File: config.mk
export PLATFORM = sky130hd
export DESIGN_NAME = iwls_ctrl
export DESIGN_NICKNAME = d
export VERILOG_FILES = /design/src/rtl/iwls_pkg.sv /design/src/rtl/iwls_ctrl.sv
export SDC_FILE = /design/constraint.sdc
export NUM_CORES = 1
export LEC_CHECK = 0
export ABC_AREA = 0
export BUFFER_PORTS_ARGS = -buffer_cell sky130_fd_sc_hd__buf_2
export CORE_AREA = 5 5 42 44
export DETAILED_ROUTE_END_ITERATION = 10
export DIE_AREA = 0 0 47 49
export SLEW_MARGIN = 25
export SYNTH_ARGS = -nofsm -noshare
export SYNTH_HDL_FRONTEND = slang
export SYNTH_SLANG_ARGS = --single-unit
File: constraint.sdc
create_clock -name clk -period 1.2 [get_ports clk]
set_clock_uncertainty 0.15 [all_clocks]
set_input_delay 0.24 -clock clk [delete_from_list [all_inputs] [get_ports clk]]
set_output_delay 0.24 -clock clk [all_outputs]
set_load 0.03 [all_outputs]
File: src/rtl/iwls_pkg.sv
// Types and codes shared by the work-list store modules
package iwls_pkg;

    // Operation codes carried on func
    typedef enum logic [2:0] {
        FUNC_INSERT     = 3'd0,
        FUNC_POP_TOP    = 3'd1,
        FUNC_POP_FRONT  = 3'd2,
        FUNC_READ       = 3'd3,
        FUNC_SET_STATE  = 3'd4,
        FUNC_STATUS     = 3'd5
    } func_t;

    // Result error codes
    typedef enum logic [1:0] {
        ERR_OK    = 2'd0,
        ERR_EMPTY = 2'd1,
        ERR_FULL  = 2'd2,
        ERR_INDEX = 2'd3
    } err_t;

    // Field widths of the ports
    localparam int unsigned IDX_IN_W  = 12;
    localparam int unsigned IDX_OUT_W = 13;
    localparam int unsigned COUNT_W   = 12;
    localparam int unsigned WORD_W    = 32;

    // Controller to datapath commands
    typedef struct packed {
        logic load;   // capture the input beat
        logic exec;   // carry out the captured operation
    } dp_cmd_t;

endpackage

File: src/rtl/iwls_ctrl.sv
// Controller state machine: accept, execute, respond
module iwls_ctrl (
    input  logic              clk,
    input  logic              rst_n,
    input  logic              start,
    output logic              busy,
    output logic              done,
    output iwls_pkg::dp_cmd_t cmd
);

    typedef enum logic [2:0] {
        ST_IDLE = 3'b001,
        ST_EXEC = 3'b010,
        ST_RESP = 3'b100
    } state_t;

    state_t state_reg;
    state_t state_next;
    logic   accept;

    // A new beat may come in while the previous result is shown
    assign accept   = start && (state_reg != ST_EXEC);
    assign busy     = (state_reg == ST_EXEC);
    assign done     = (state_reg == ST_RESP);
    assign cmd.load = accept;
    assign cmd.exec = (state_reg == ST_EXEC);

    // Next state
    always_comb
    begin
        state_next = ST_IDLE;
        unique case (state_reg)
            ST_IDLE: state_next = accept ? ST_EXEC : ST_IDLE;
            ST_EXEC: state_next = ST_RESP;
            ST_RESP: state_next = accept ? ST_EXEC : ST_IDLE;
            default: state_next = ST_IDLE;
        endcase
    end

    // State register
    always_ff @(posedge clk or negedge rst_n)
    begin
        if (!rst_n)
        begin
            state_reg <= ST_IDLE;
        end
        else
        begin
            state_reg <= state_next;
        end
    end

endmodule

# == Word-level counts from Yosys, hierarchy flattened ==
# Cells that the tools add are included.
# word_totals
out_inout_bits,4
inputBits,3
wordCells,9
ff_bits,3
# op_classes
reduce_logical,2
mux,2
eq_ne,4
# ops
cell,count
3-bit one-hot mux with 2 select lines,1
"3-bit by 1-bit equality test with 1-bit output, second input constant",1
"3-bit by 2-bit equality test with 1-bit output, second input constant",1
"3-bit equality test, second input constant",1
"3-bit by 2-bit inequality test with 1-bit output, second input constant",1
2-bit two-way mux,1
2-bit OR reduction,1
1-bit logical AND,1

# == Logic depth before layout (Yosys ltp) ==
# depth
word_depth,4
depth_mapped,3

# == Worst setup path after synthesis ==
# OpenSTA, ideal clock, no wires.
# synth_path
path_type,flip-flop to output port
startpoint,register state_reg[2]
endpoint,output cmd[1] (netlist name)
setup_slack_ns,-0.457
t_arrival_ns,1.267
path_stages_with_launch,4
t_required_ns,0.810
n_path_buf,1
path_cell_list,dfrtp_1 > nor3b_2 > nor2b_1 > buf_4
# synth_via
elab_chain_len,2
# synth_rtl
element,line,rtl
"start, declared",iwls_ctrl.sv:17,state_t state_reg;
"start signal, assigned",iwls_ctrl.sv:49,state_reg <= state_next;
3-bit by 2-bit inequality test with 1-bit output,iwls_ctrl.sv:22,assign accept = start && (state_reg != ST_EXEC);
1-bit logical AND,iwls_ctrl.sv:22,
"end, declared",iwls_ctrl.sv:8,output iwls_pkg::dp_cmd_t cmd
# No other way between the ends.

==> run metrics <==
status complete, but fails checks; failing checks setup timing; Final Hold Viols 0; Mapped Area 171.4 um^2; Slew Limit Fails 0; CTS tree built; pin count of the biggest net entering global routing 6; Final HPWL DP 284.4 um; Yosys top cell area share 0.2920; Worst path slowest cell dfstp_2; GRT overflow 0; final core utilization 0.2304; starting density of the core 0.1223; Final min period 1.526 ns; Ys Warns 0; Setup WS post-layout -0.3261 ns; max incr delay on CP 0.55 ns; root buf cell clkbuf_4; area grow syn2layout 88.32%; Final #Nets 32; crit path max fanout 5; Clk Latency, worst-skew pair 0.23 ns; Die H 49 um; syn nets 16; Fmax 655.3 MHz; reg-to-reg startpoint state_reg[2]; initial antenna violation count 0; Cell Pwr Density 2275 nW/um^2; Die ar. 2303 um^2; CTS Sinks 3; register area share after synthesis 0.4453; CORE AREA 1401 um^2; max FFs per register 3; required time of the critical path 0.81 ns; Buffers on Ports 6; RSZ-0062 raised after global routing yes; Peak VDD IR 0.7740 mV; Leakage 0.1489 nW; Critical Path Sink Type primary output; dpl cells 37; Final Non-Filler Cells 44; via/cell ratio 3.432; H-tree Lvls 1; worst hold path startpoint start; Post-Route Setup TNS -1.276 ns; Syn Area/Cell 13.19 um^2; worst slew pin tran 0.2193 ns; Min-Delay Path Class input pin to flip-flop; maxcap violations 0; Startpoint Class flip-flop; first-pass GRT wire length 621 um; via count 151; DRT Pass-1 Iters 1; Site Rows 14; Cells after Synth 13; WL final 397 um; global-route usage over all layers 0.03949; vias in the first global route 156; reg2reg end state_reg[0]; GPL Wtd Cong 0.6122; Synth Register Bits 3; drc violations 0; Routed WL per cell 9.023 um; Routed Antenna Nets 0; area leader, netlist dfrtp_1; die boundary width 47 um; CP Cell Sequence nor3b_4 -> nor2b_1 -> buf_4; post-synthesis cell type count 10; r2r worst-path depth 4; critical path endpoint cmd[1]; synth top area cells dfrtp_1 29%, dfstp_2 15%, nor3b_2 15%; Max clock buf depth 2; Crit Path Class flip-flop to primary output; worst setup path startpoint state_reg[0]; Arrival @ worst endpoint 1.14 ns; fin crit share 1.272; antenna cells 0; Setup-failing EPs final 5; I/O Pins 7; Slew HR 0.8537; TritonCTS buffer count 3; clock slew at reported path FFs 0.04 ns; share of post-route cells with drive strength above 1 0.7500; Starting DRT DRC Count 0; flop-to-flop setup slack -0.04 ns
-- layer usage --
layer | up-vias | GRT usage | share of wire
met1 | 69 | 0.05077 | 0.46
met5 | - | 0 | 0
li1 | 76 | - | -
met2 | 6 | 0.04751 | 0.44
met4 | 0 | 0.04147 | 0
met3 | 0 | 0.01107 | 0.096
-- cell usage in the layout, fill, tap and decap left out, drive strengths merged --
master,n
buf,12
clkbuf,4
nor3b,3
dfrtp,2
nor2b,1
xnor2,1
nor4bb,1
and4bb,1
nor3,1
dlygate4sd3,1
dfstp,1
-- report_power, final --
part / leakage, nW / switching [mW] / internal, mW / total (mW)
clock: 0.0150 / 0.0513 / 0.125 / 0.176
combinational: 0.0968 / 0.163 / 0.212 / 0.375
sequential: 0.0371 / 0.0340 / 0.150 / 0.184
-- cell families after synthesis --
family | share of synthesized area
and+or+nand+nor | 0.4161
DFF | 0.4453
buffers and inverters | 0.08757
xor gates and xnor gates | 0.05110
-- cells in the mapped netlist, drive strengths merged --
| cell type | count |
|---|---|
| nor3 | 1 |
| nor3b | 3 |
| xnor2 | 1 |
| nor2b | 1 |
| nor4bb | 1 |
| and4bb | 1 |
| dfstp | 1 |
| dfrtp | 2 |
| buf | 2 |
-- critical path: cells and delay by family (launching register included) --
family	cells	cell delay [ns]
flops	1	0.55
buf+inv	1	0.17
simple gates	2	0.18
-- per-stage QoR --
stage / power [mW] / setup WS (ns) / cell area (um^2) / hold WS, ns
final: 0.7345 / -0.3261 / 322.8 / 0.1598
after global routing: 0.7807 / -0.3990 / 322.8 / 0.1571
after CTS: 0.7195 / -0.3628 / 311.5 / 0.1539
after detailed placement: 0.4761 / -0.1284 / 247.7 / -0.1082
after global placement: 0.4731 / -0.1103 / 247.7 / -0.1118
after floorplan: 0.3812 / -0.3123 / 182.7 / -0.2056
-- what timing repair did --
item | CTS | global route
buffers inserted | 1 | 1
pin swaps | 1 | 2
hold buffers | 1 | 0
setup endpoints to repair | 5 | 5
endpoints found under the hold margin | 3 | 0
gates resized for setup | 4 | 1
-- cell type report --
class / count / area [um^2]
well taps: 16 / 20.02
repair buffers: 13 / 93.84
clock buffers: 4 / 26.28
multi-input cells: 8 / 106.4
flip-flops and latches: 3 / 76.32
fillers: 159 / 1079
-- worst min-delay path by stage --
stage	endpoint	cells after the start
after floorplan	state_reg[1]	0
after global routing	state_reg[1]	2
after CTS	state_reg[1]	2
final	state_reg[1]	2
after global placement	state_reg[1]	1
after detailed placement	state_reg[1]	1
Note: power is estimated with default switching activity, not from simulation.
